## config.mk

```make
export PLATFORM = sky130hd
export DESIGN_NAME = utf8_to_utf32_decoder
export DESIGN_NICKNAME = d
export VERILOG_FILES = /design/src/sv/u8u32_pkg.sv /design/src/sv/u8u32_in_stage.sv /design/src/sv/u8u32_core.sv /design/src/sv/u8u32_out_stage.sv /design/src/sv/utf8_to_utf32_decoder.sv
export VERILOG_INCLUDE_DIRS = /design/src /design/src/sv
export SDC_FILE = /design/constraint.sdc
export NUM_CORES = 1
export LEC_CHECK = 0
export BUFFER_PORTS_ARGS = -buffer_cell sky130_fd_sc_hd__buf_4
export CAP_MARGIN = 25
export CORE_MARGIN = 2
export CORE_UTILIZATION = 55
export CTS_CLUSTER_DIAMETER = 40
export CTS_CLUSTER_SIZE = 12
export DETAILED_ROUTE_END_ITERATION = 6
export PLACE_DENSITY = 0.76
export SLEW_MARGIN = 25
export SYNTH_ARGS = -nofsm -noshare
export SYNTH_HDL_FRONTEND = slang
export SYNTH_HIERARCHICAL = 1
export SYNTH_SLANG_ARGS = --single-unit
```

## constraint.sdc

```tcl
create_clock -name aclk -period 2.86 [get_ports aclk]
set_input_delay 0.572 -clock aclk [delete_from_list [all_inputs] [get_ports aclk]]
set_output_delay 0.572 -clock aclk [all_outputs]
set_load 0.05 [all_outputs]
```

## src/sv/utf8_to_utf32_decoder_assert.svh

```systemverilog
// ----------------------------------------------------------------------------
// utf8 decoder assertion macros
// shared property wrappers clocked on aclk, disabled while in reset
// ----------------------------------------------------------------------------
`ifndef UTF8_TO_UTF32_DECODER_ASSERT_SVH
`define UTF8_TO_UTF32_DECODER_ASSERT_SVH

// condition holds in the same cycle as the antecedent
`define U8U_ASSERT_SAME(label, ante, cons, msg) \
    label: assert property (@(posedge aclk) disable iff (!aresetn) (ante) |-> (cons)) \
        else $error(msg);

// condition holds in the cycle after the antecedent
`define U8U_ASSERT_NEXT(label, ante, cons, msg) \
    label: assert property (@(posedge aclk) disable iff (!aresetn) (ante) |=> (cons)) \
        else $error(msg);

`endif

```

## src/sv/u8u32_pkg.sv

```systemverilog
// ----------------------------------------------------------------------------
// u8u32_pkg
// types and byte-class constants for the utf8 to utf32 decoder
// ----------------------------------------------------------------------------
package u8u32_pkg;

    localparam int CP_W = 21;

    // lead and continuation byte class masks / patterns
    localparam logic [7:0] MASK_TOP1   = 8'b1000_0000;
    localparam logic [7:0] MASK_TOP2   = 8'b1100_0000;
    localparam logic [7:0] MASK_TOP3   = 8'b1110_0000;
    localparam logic [7:0] MASK_TOP4   = 8'b1111_0000;
    localparam logic [7:0] MASK_TOP5   = 8'b1111_1000;
    localparam logic [7:0] PAT_CONT    = 8'b1000_0000;
    localparam logic [7:0] PAT_LEAD2   = 8'b1100_0000;
    localparam logic [7:0] PAT_LEAD3   = 8'b1110_0000;
    localparam logic [7:0] PAT_LEAD4   = 8'b1111_0000;

    // payload masks
    localparam logic [7:0] PAY_LEAD2   = 8'b0001_1111;
    localparam logic [7:0] PAY_LEAD3   = 8'b0000_1111;
    localparam logic [7:0] PAY_LEAD4   = 8'b0000_0111;
    localparam logic [7:0] PAY_CONT    = 8'b0011_1111;

    typedef enum logic [1:0] {
        ST_CODE  = 2'd0,
        ST_ERROR = 2'd1,
        ST_END   = 2'd2
    } status_t;

    typedef struct packed {
        logic [CP_W-1:0] code_point;
        status_t         status;
        logic            end_of_string;
    } result_t;

    // handshake between core and pipeline stages
    typedef struct packed {
        logic consume;
        logic load;
    } step_ctrl_t;

endpackage

```

## src/sv/u8u32_in_stage.sv

```systemverilog
// ----------------------------------------------------------------------------
// u8u32_in_stage
// input register holding one byte beat until the core consumes it
// ----------------------------------------------------------------------------
module u8u32_in_stage
    import u8u32_pkg::*;
(
    input  logic       aclk,
    input  logic       aresetn,
    input  logic       s_valid,
    output logic       s_ready,
    input  logic [7:0] s_data_byte,
    input  logic       s_last_byte,
    input  logic       take,
    output logic       byte_valid,
    output logic [7:0] byte_data,
    output logic       byte_last
);

    logic       valid_reg;
    logic [7:0] data_reg;
    logic       last_reg;

    assign s_ready = !valid_reg || take;

    always_ff @(posedge aclk) begin
        if (!aresetn) begin
            valid_reg <= 1'b0;
        end else if (s_ready) begin
            valid_reg <= s_valid;
        end
    end

    always_ff @(posedge aclk) begin
        if (s_valid && s_ready) begin
            data_reg <= s_data_byte;
            last_reg <= s_last_byte;
        end
    end

    assign byte_valid = valid_reg;
    assign byte_data  = data_reg;
    assign byte_last  = last_reg;

endmodule

```

## src/sv/u8u32_core.sv

```systemverilog
// ----------------------------------------------------------------------------
// u8u32_core
// decode state and single-pass byte step logic
// ----------------------------------------------------------------------------
module u8u32_core
    import u8u32_pkg::*;
(
    input  logic       aclk,
    input  logic       aresetn,
    input  logic       byte_valid,
    input  logic [7:0] byte_data,
    input  logic       byte_last,
    input  logic       out_free,
    output step_ctrl_t ctrl,
    output result_t    res
);

    logic [1:0]      rem_reg,    rem_next;
    logic [CP_W-1:0] acc_reg,    acc_next;
    logic            halted_reg, halted_next;
    logic            emit;
    logic [CP_W-1:0] acc_shift;

    assign acc_shift = {acc_reg[CP_W-7:0], byte_data[5:0] & PAY_CONT[5:0]};

    always_comb begin
        rem_next    = rem_reg;
        acc_next    = acc_reg;
        halted_next = halted_reg;
        emit        = 1'b0;
        res         = '{code_point: '0, status: ST_ERROR, end_of_string: 1'b1};

        if (halted_reg) begin
            emit       = byte_last;
            res.status = ST_END;
        end else if (rem_reg == 2'd0) begin
            if ((byte_data & MASK_TOP1) == 8'h00) begin
                emit = 1'b1;
                res  = '{code_point: CP_W'(byte_data), status: ST_CODE,
                         end_of_string: byte_last};
            end else if ((byte_data & MASK_TOP3) == PAT_LEAD2) begin
                acc_next = CP_W'(byte_data & PAY_LEAD2);
                rem_next = 2'd1;
                emit     = byte_last;
            end else if ((byte_data & MASK_TOP4) == PAT_LEAD3) begin
                acc_next = CP_W'(byte_data & PAY_LEAD3);
                rem_next = 2'd2;
                emit     = byte_last;
            end else if ((byte_data & MASK_TOP5) == PAT_LEAD4) begin
                acc_next = CP_W'(byte_data & PAY_LEAD4);
                rem_next = 2'd3;
                emit     = byte_last;
            end else begin
                // stray continuation or 11111xxx in lead position
                halted_next       = 1'b1;
                emit              = 1'b1;
                res.end_of_string = byte_last;
            end
        end else if ((byte_data & MASK_TOP2) == PAT_CONT) begin
            rem_next = rem_reg - 2'd1;
            if (rem_reg == 2'd1) begin
                emit     = 1'b1;
                res      = '{code_point: acc_shift, status: ST_CODE,
                             end_of_string: byte_last};
                acc_next = '0;
            end else begin
                acc_next = acc_shift;
                emit     = byte_last;  // truncated when string ends here
            end
        end else begin
            // broken sequence, byte is not retried as a lead
            halted_next       = 1'b1;
            rem_next          = 2'd0;
            acc_next          = '0;
            emit              = 1'b1;
            res.end_of_string = byte_last;
        end

        if (byte_last) begin
            rem_next    = 2'd0;
            acc_next    = '0;
            halted_next = 1'b0;
        end
    end

    assign ctrl.consume = byte_valid && (out_free || !emit);
    assign ctrl.load    = byte_valid && emit && out_free;

    always_ff @(posedge aclk) begin
        if (!aresetn) begin
            rem_reg    <= 2'd0;
            acc_reg    <= '0;
            halted_reg <= 1'b0;
        end else if (ctrl.consume) begin
            rem_reg    <= rem_next;
            acc_reg    <= acc_next;
            halted_reg <= halted_next;
        end
    end

`include "utf8_to_utf32_decoder_assert.svh"

    `U8U_ASSERT_NEXT(a_last_clears, ctrl.consume && byte_last,
        rem_reg == 2'd0 && acc_reg == '0 && !halted_reg, "state not cleared at string end")
    `U8U_ASSERT_SAME(a_halt_idle, halted_reg, rem_reg == 2'd0,
        "halted with a sequence open")
    `U8U_ASSERT_SAME(a_acc_idle, rem_reg == 2'd0, acc_reg == '0,
        "accumulator not empty between sequences")
    `U8U_ASSERT_SAME(a_end_zero, ctrl.load && res.status == ST_END,
        res.code_point == '0 && res.end_of_string, "end result carries data")

endmodule

```

## src/sv/u8u32_out_stage.sv

```systemverilog
// ----------------------------------------------------------------------------
// u8u32_out_stage
// result register feeding the m_ channel
// ----------------------------------------------------------------------------
module u8u32_out_stage
    import u8u32_pkg::*;
(
    input  logic              aclk,
    input  logic              aresetn,
    input  logic              load,
    input  result_t           res,
    output logic              out_free,
    output logic              m_valid,
    input  logic              m_ready,
    output logic [CP_W-1:0]   m_code_point,
    output logic [1:0]        m_status,
    output logic              m_end_of_string
);

    logic    valid_reg;
    result_t res_reg;

    assign out_free = !valid_reg || m_ready;

    always_ff @(posedge aclk) begin
        if (!aresetn) begin
            valid_reg <= 1'b0;
        end else if (out_free) begin
            valid_reg <= load;
        end
    end

    always_ff @(posedge aclk) begin
        if (load) begin
            res_reg <= res;
        end
    end

    assign m_valid         = valid_reg;
    assign m_code_point    = res_reg.code_point;
    assign m_status        = res_reg.status;
    assign m_end_of_string = res_reg.end_of_string;

endmodule

```

## src/sv/utf8_to_utf32_decoder.sv

```systemverilog
// ----------------------------------------------------------------------------
// utf8_to_utf32_decoder
// streaming utf8 byte to utf32 code point decoder
// ----------------------------------------------------------------------------
// usage:
//   s_ channel takes one utf8 byte per beat, s_last_byte marks the final
//   byte of a string. m_ channel gives zero or one result beat per byte:
//   a code point (status 0), an error for a bad or truncated sequence
//   (status 1) or a plain end marker after an earlier error (status 2).
//   the final byte of a string always yields a beat with m_end_of_string.
// order: an accepted byte is first held in the input register; its result
//   is loaded into the result register when the core consumes the byte,
//   and m_ is driven from that register.
// throughput: one byte per cycle unless a result waits on m_ready; the byte
//   step is a single shallow pass of class decode plus 6-bit accumulator shift.
// stall: while m_ready is low and a result is held, a byte that makes no
//   result still passes; one that makes a result waits in the input
//   register, and s_ready drops only when that register cannot drain.
// reset: aresetn low clears both pipeline valids and the decode state
//   (no open sequence, not halted); no beat is lost or invented after it.
// ----------------------------------------------------------------------------
module utf8_to_utf32_decoder
    import u8u32_pkg::*;
(
    input  logic              aclk,
    input  logic              aresetn,
    input  logic              s_valid,
    output logic              s_ready,
    input  logic [7:0]        s_data_byte,
    input  logic              s_last_byte,
    output logic              m_valid,
    input  logic              m_ready,
    output logic [CP_W-1:0]   m_code_point,
    output logic [1:0]        m_status,
    output logic              m_end_of_string
);

    // input register to core
    logic       byte_valid;
    logic [7:0] byte_data;
    logic       byte_last;

    // core to result register
    step_ctrl_t ctrl;
    result_t    res;
    logic       out_free;

    u8u32_in_stage u_in (
        .aclk        (aclk),
        .aresetn     (aresetn),
        .s_valid     (s_valid),
        .s_ready     (s_ready),
        .s_data_byte (s_data_byte),
        .s_last_byte (s_last_byte),
        .take        (ctrl.consume),
        .byte_valid  (byte_valid),
        .byte_data   (byte_data),
        .byte_last   (byte_last)
    );

    // decode state lives here; advances only when the held byte is consumed
    u8u32_core u_core (
        .aclk       (aclk),
        .aresetn    (aresetn),
        .byte_valid (byte_valid),
        .byte_data  (byte_data),
        .byte_last  (byte_last),
        .out_free   (out_free),
        .ctrl       (ctrl),
        .res        (res)
    );

    u8u32_out_stage u_out (
        .aclk            (aclk),
        .aresetn         (aresetn),
        .load            (ctrl.load),
        .res             (res),
        .out_free        (out_free),
        .m_valid         (m_valid),
        .m_ready         (m_ready),
        .m_code_point    (m_code_point),
        .m_status        (m_status),
        .m_end_of_string (m_end_of_string)
    );

endmodule
```

# Word level (Yosys, flattened, before mapping)
# Cells that the tools add are included.
# op_classes
addsub	1
n_mul	0
n_div	0
order_cmp	0
n_eq_ne	8
shift	0
mux	42
bitwise_logic	0
n_reduce_logical	13
# ops
operator	n
2-to-1 mux 15 bit	9
2-to-1 mux 24 bit	2
2-to-1 mux 23 bit	1
2-to-1 mux 1 bit	21
2-to-1 mux 2 bit	8
2-to-1 mux 10 bit	1
logical NOT 8 bit	1
equality test 5 bit (second input constant)	1
!= test 5 bit (second input constant)	1
equality test 4 bit (second input constant)	1
logical AND 1 bit	4
AND reduction 4 bit	1
equality test 3 bit (second input constant)	1
logical NOT 1 bit	3
logical OR 1 bit	3
!= test 3 bit (second input constant)	1
equality test 2 x 1 -> 1 bit (second input constant)	1
equality test 2 bit (second input constant)	1
logical NOT 2 bit	1
!= test 2 bit (second input constant)	1
subtractor 2 x 1 -> 2 bit (second input constant)	1
# word_totals
register_bits	53
latch_bits	0
mem_bits_rw	0
romBits	0
n_memories	0

# Depth between registers and ports, before layout
# Gate-level depths: netlist of the first run.
# depth
word_depth	12
depth_mapped	9

# By module
# The synthesis of the first run kept the hierarchy.
# modules_own_cells
module	n_inst	cells_per_inst	area_per_inst_um2
u8u32_core	1	125	1117.3
u8u32_out_stage	1	28	769.5
u8u32_in_stage	1	14	327.8

# Least setup slack after synthesis of the first run
# OpenSTA, ideal clock, no wires.
# synth_timing
path_kind	register to register
from	register u_core.rem_reg[0]
to	register u_out.res_reg, in the netlist u_out/m_code_point[0], enable pin
setup_ps	380
arrival_ps	1738
required_ps	2480
setup_slack_ps	743
path_stages_with_launch	8
n_path_buf	1
path_cell_list	dfxtp_1 inv_1 ha_1 buf_2 nand2_1 o21ai_0 a21oi_1 o211a_1
# synth_rtl
element	line	source
start, declared	u8u32_core.sv:18	logic [1:0] rem_reg, rem_next;
start signal, assigned	u8u32_core.sv:95	rem_reg <= rem_next;
end signal, assigned	u8u32_out_stage.sv:35	res_reg <= res;
end, declared	u8u32_out_stage.sv:21	result_t res_reg;

==> impl_metrics.py, run 1 <==
metrics = {
    "global_routing": {
        "grt.overflow.total": 0,
        "grtUsageTotal_pct": 19.4,
        "grt_pass1_vias": 1400,
        "grt_max_degree": 19,
        "grt_pass1_wl_um": 6370,
        "antenna_found_initial": 0,
    },
    "drt": {
        "detail-route-antenna-nets": 0,
        "num_vias": 1449,
        "drt-total-wl_um": 3900,
        "vias_per_cell": 5.66,
        "route.detailed.drc": 0,
        "drt_iter0_markers": 87,
        "drt_first_pass_iters": 4,
        "wl_per_cell_um": 15.2,
    },
    "yosys": {
        "synth_common_cells": "edfxtp_1 (33), dfxtp_1 (20), a22o_1 (16), and3_1 (16), a21oi_1 (9)",
        "ys_seq_area_share_pct": 62.8,
        "synth-async-reset-ratio_pct": 0,
        "yosys.cell_count.top_type": "edfxtp_1",
        "synthesis.nets": 182,
        "syn_avg_cell_area_um2": 13.3,
        "syn_area_mm2": 0.00221,
        "synthCells": 167,
        "yosys.area.top_type": "edfxtp_1",
        "synth-main-ff-cell": "edfxtp_1",
        "ys_types": 39,
        "synth_top_area_share_pct": 44.7,
        "yosysWarnings": 6,
        "synth_area_leaders": "edfxtp_1 (45%), dfxtp_1 (18%), a22o_1 (6.3%)",
        "ys_seq_elements": 53,
        "synth_edf_count": 33,
    },
    "cells_and_area": {
        "diodes": 0,
        "areaGrowthSynthToFinish_pct": 19.0,
        "largest_reg_flops": 21,
        "drive_above_1_share_pct": 29.1,
        "nNetsFinal": 220,
        "fin_util_pct": 66.9,
    },
    "sta": {
        "holdWs_ns": 0.437,
        "rsz0062_at_grt": "false",
        "setup_viol": 0,
        "finClkSkew_ns": 0.00817,
        "period_needed_ns": 2.64,
        "final.setup.tns_ns": 0,
        "fin_ws_ns": 0.218,
        "finalCritPeriodShare_pct": 92.4,
        "slew_violations": 0,
        "max-slew-margin-rel_pct": 65.1,
        "max_freq_ghz": 0.379,
        "hold_violations": 0,
        "worstMarginPinSlew_ns": 0.523,
    },
    "clock_tree": {
        "cts-root-buf": "clkbuf_8",
        "cts_setup_buffers": 0,
        "insertion_delay_ns": 0.31,
        "clockBufferDepth": 2,
        "cts_sinks": 53,
        "cts_hold_buf": 0,
        "ctsResizeCount": 0,
        "cts_tree": "yes",
        "cts_max_level": 2,
        "tritoncts.num_buffers": 5,
        "clkSlewWorstSetupHoldPaths_ns": 0.09,
    },
    "setup_path": {
        "crit_path_end_kind": "output pin",
        "criticalPathCategory": "flop to output pin",
        "critPathTopFamily": "simple AND/OR/NAND/NOR gates",
        "arrival_ns": 2.07,
        "start_kind": "flop",
        "cpMaxStageDelayCell": "or3_4",
        "reg2reg_slack_ns": 0.59,
        "slowest_delay_ns": 0.39,
        "crit_buf_inv": 2,
        "crit_fanout": 13,
        "cp_data_required_time_ns": 2.29,
        "cp_cell_sequence": "inv_1, ha_1, or3_4, o211ai_2, and2_1, nand2b_4, buf_4",
    },
    "power": {
        "p_per_area_mw_per_mm2": 606,
        "total_leakage_power_nw": 1.09,
        "ir_drop_mv": 0.386,
        "total_power_mw": 1.60,
    },
    "flow_run": {
        "maxCapViolCount": 0,
    },
    "placement": {
        "place_congestion": 0.884,
        "port_buffers": 38,
        "hpwlAfterDp_um": 2760,
        "post-place-ws_ns": 0.559,
    },
    "min_path": {
        "hp-class": "input port to flop",
    },
    "die": {
        "ioPinCount": 39,
        "die-area_mm2": 0.00455,
        "core_mm2": 0.00394,
        "num_rows": 23,
        "start_util_pct": 56.2,
        "die-width_um": 67.5,
        "fp.dieH_um": 67.5,
    },
    "run_status": {
        "status": "complete, no violations",
    },
}
==> worst paths after layout <==
check / cells past startpoint / to / startpoint
hold / removal: 1 / u_in/byte_data[5] / s_data_byte[5]
setup reg to reg: 7 / u_out/m_code_point[9] / u_core/rem_reg[0]
setup / recovery: 7 / s_ready / u_core/rem_reg[0]
hold reg to reg: 1 / u_core/acc_reg[11] / u_core/acc_reg[11]
==> through the flow <==
stage	instance area (um^2)	std cells
floorplan	2210	167
global placement	2520	248
detailed placement	2520	248
CTS	2640	256
global route	2640	256
finish	2640	256
==> report_power, final <==
part / total (mW) / switching, mW / leakage [nW] / internal (mW)
Sequential: 0.873 / 0.0231 / 0.478 / 0.850
Clock: 0.503 / 0.240 / 0.0585 / 0.262
Combinational: 0.221 / 0.147 / 0.549 / 0.0742
Total: 1.60 / 0.410 / 1.09 / 1.19
==> per-layer routing <==
metal  vias to the layer above  wire (um)  track usage, %
met5                         -          0               0
met4                         0        102            11.5
met3                        11        194            5.17
met2                        49       2030            32.1
met1                       685       1570            22.6
li1                        704          -               -
==> worst register-to-register path, cell delays in order, from the launching register on <==
cell,delay (ns)
dfxtp_1,0.34
inv_1,0.08
ha_1,0.36
nand2_1,0.19
o21ai_0,0.33
a21oi_1,0.12
o211a_1,0.38
buf_12,0.23
==> cells by family (layout without fill, tap and decap cells) <==
group	after synthesis	after routing	synth area share [%]
simple gates	50	50	15.5
buf+inv	17	56	4.29
fa+ha+maj	2	2	1.13
flops	53	53	62.8
compound gates	45	45	16.3
==> layout by cell type, fill, tap and decap left out, types with 2 or more instances in the layout <==
cell type	synthesis	routed
buf_4	1	38
edfxtp_1	33	33
dfxtp_1	20	20
and3_1	16	16
a22o_1	16	16
a21oi_1	9	9
inv_1	8	8
and2_1	7	7
o21ai_0	6	6
clkbuf_8	0	5
nand2_1	5	5
nor2_1	4	4
o21a_1	3	3
nand3_1	3	3
nor3_1	3	3
or3_4	2	2
ha_1	2	2
nand2b_4	2	2
a21boi_2	2	2
==> layout make-up <==
| type | count | area (um^2) |
|---|---|---|
| multi-input cells | 97 | 728 |
| well taps | 50 | 62.6 |
| inverters | 9 | 36.3 |
| clock inverters | 3 | 43.8 |
| clock buffers | 5 | 68.8 |
| fillers | 290 | 1310 |
| flip-flops and latches | 53 | 1390 |
| repair buffers | 39 | 305 |
(Power assumes the default switching activity.)
==> run 2: changes to the inputs <==
SETUP_SLACK_MARGIN = 0.3   (was default)
==> impl_metrics.py, run 2 (synthesized netlist as in run 1, its figures left out) <==
metrics = {
    "clock_tree": {
        "cts-root-buf": "clkbuf_8",
        "cts_tree": "yes",
        "insertion_delay_ns": 0.31,
        "tritoncts.num_buffers": 5,
        "clockBufferDepth": 2,
        "cts_setup_buffers": 0,
        "cts_sinks": 53,
        "clkSlewWorstSetupHoldPaths_ns": 0.09,
        "cts_hold_buf": 0,
        "cts_max_level": 2,
    },
    "drt": {
        "drt_first_pass_iters": 4,
        "num_vias": 1448,
        "wl_per_cell_um": 15.2,
        "route.detailed.drc": 0,
        "drt_iter0_markers": 79,
        "drt-total-wl_um": 3900,
        "vias_per_cell": 5.66,
        "detail-route-antenna-nets": 0,
    },
    "sta": {
        "final.setup.tns_ns": 0,
        "holdWs_ns": 0.435,
        "worstMarginPinSlew_ns": 0.528,
        "period_needed_ns": 2.47,
        "finClkSkew_ns": 0.00898,
        "max-slew-margin-rel_pct": 64.8,
        "hold_violations": 0,
        "finalCritPeriodShare_pct": 86.5,
        "max_freq_ghz": 0.404,
        "rsz0062_at_grt": "false",
        "slew_violations": 0,
        "setup_viol": 0,
        "fin_ws_ns": 0.386,
    },
    "die": {
        "fp.dieH_um": 67.5,
        "start_util_pct": 56.2,
        "ioPinCount": 39,
        "num_rows": 23,
        "core_mm2": 0.00394,
        "die-area_mm2": 0.00455,
        "die-width_um": 67.5,
    },
    "cells_and_area": {
        "areaGrowthSynthToFinish_pct": 20.6,
        "nNetsFinal": 220,
        "drive_above_1_share_pct": 31.1,
        "fillers": 287,
        "diodes": 0,
        "mostFrequentLayoutCell": "buf_4",
        "multiInputGateArea_um2": 753,
        "layout_common_cells": "buf_4 (37), edfxtp_1 (33), dfxtp_1 (19), and3_1 (16), a22o_1 (16)",
        "largest_reg_flops": 21,
        "seqCellArea_mm2": 0.00139,
        "fin_util_pct": 67.7,
    },
    "setup_path": {
        "r2r_start": "u_core/rem_reg[0]",
        "cp_data_required_time_ns": 2.29,
        "arrival_ns": 1.90,
        "critPathLaunch": "u_core/rem_reg[0]",
        "crit_path_end_kind": "output pin",
        "start_kind": "flop",
        "crit_fanout": 13,
        "criticalPathCategory": "flop to output pin",
    },
    "run_status": {
        "status": "complete, no violations",
    },
    "global_routing": {
        "grt_max_degree": 19,
        "antenna_found_initial": 0,
        "grt_pass1_wl_um": 6350,
        "grt_pass1_vias": 1399,
        "grt.overflow.total": 0,
        "grtUsageTotal_pct": 19.3,
    },
    "power": {
        "ir_drop_mv": 0.388,
        "p_per_area_mw_per_mm2": 600,
        "total_leakage_power_nw": 1.09,
    },
    "placement": {
        "port_buffers": 38,
        "post-place-ws_ns": 0.559,
        "place_congestion": 0.884,
        "hpwlAfterDp_um": 2760,
    },
    "min_path": {
        "hp-start": "s_data_byte[5]",
        "hp-class": "input port to flop",
    },
    "flow_run": {
        "maxCapViolCount": 0,
    },
}
## run 2: cell count changes in the layout (fill, tap and decap cells not counted)
cell	before	now
dfxtp_2	0	1
ha_4	0	2
dfxtp_1	20	19
inv_2	0	1
inv_1	8	7
buf_8	0	1
ha_1	2	0
buf_4	38	37
## run 2: through the flow
step / total power [mW] / area, um^2 / instances
3_3_place_gp: 1.11 / 2520 / 248
3_5_place_dp: 1.11 / 2520 / 248
2_1_floorplan: 1.05 / 2210 / 167
5_1_grt: 1.66 / 2670 / 256
4_1_cts: 1.61 / 2650 / 256
6_report: 1.60 / 2670 / 256
## run 2: metal layers
metal	track usage, %	vias up	share of wire (%)
met5	0	-	0
met4	11.5	0	2.4
met3	5.17	9	5.4
met2	32.1	47	52
met1	22.5	687	40
li1	-	705	-
## run 2: final cells by class
cell class,instances,area share (%)
timing repair buffer,39,11.7
clock inverter,3,1.64
tap,50,2.34
inverter,9,1.36
sequential,53,52.2
multi-input combinational,97,28.2
clock buffer,5,2.58
## run 2: where the power goes
group	internal, mW	total, mW	switching [mW]
Clock	0.262	0.504	0.241
Combinational	0.0775	0.225	0.148
Sequential	0.850	0.873	0.0234
## run 2: worst max-delay path, cell delays in order (launching register included)
cell and delay (ns):
dfxtp_2 0.37, inv_1 0.09, ha_4 0.20, or3_4 0.35, o211ai_2 0.12, and2_1 0.17
nand2b_4 0.14, buf_8 0.15
## run 2: path summary, 6_finish.rpt
check	end	slack, ns	cells after the start
max	s_ready	0.39	7
min	u_in/byte_data[5]	0.44	1
max reg2reg	u_out/m_code_point[9]	0.74	7
min reg2reg	u_core/acc_reg[11]	0.49	1
## run 2: timing repair
action                                  CTS  global route
resized for setup                         3             5
endpoints found under the hold margin     0             0
gates cloned                              0             0
endpoints found under the setup margin    1             1
pin swaps                                 0             1
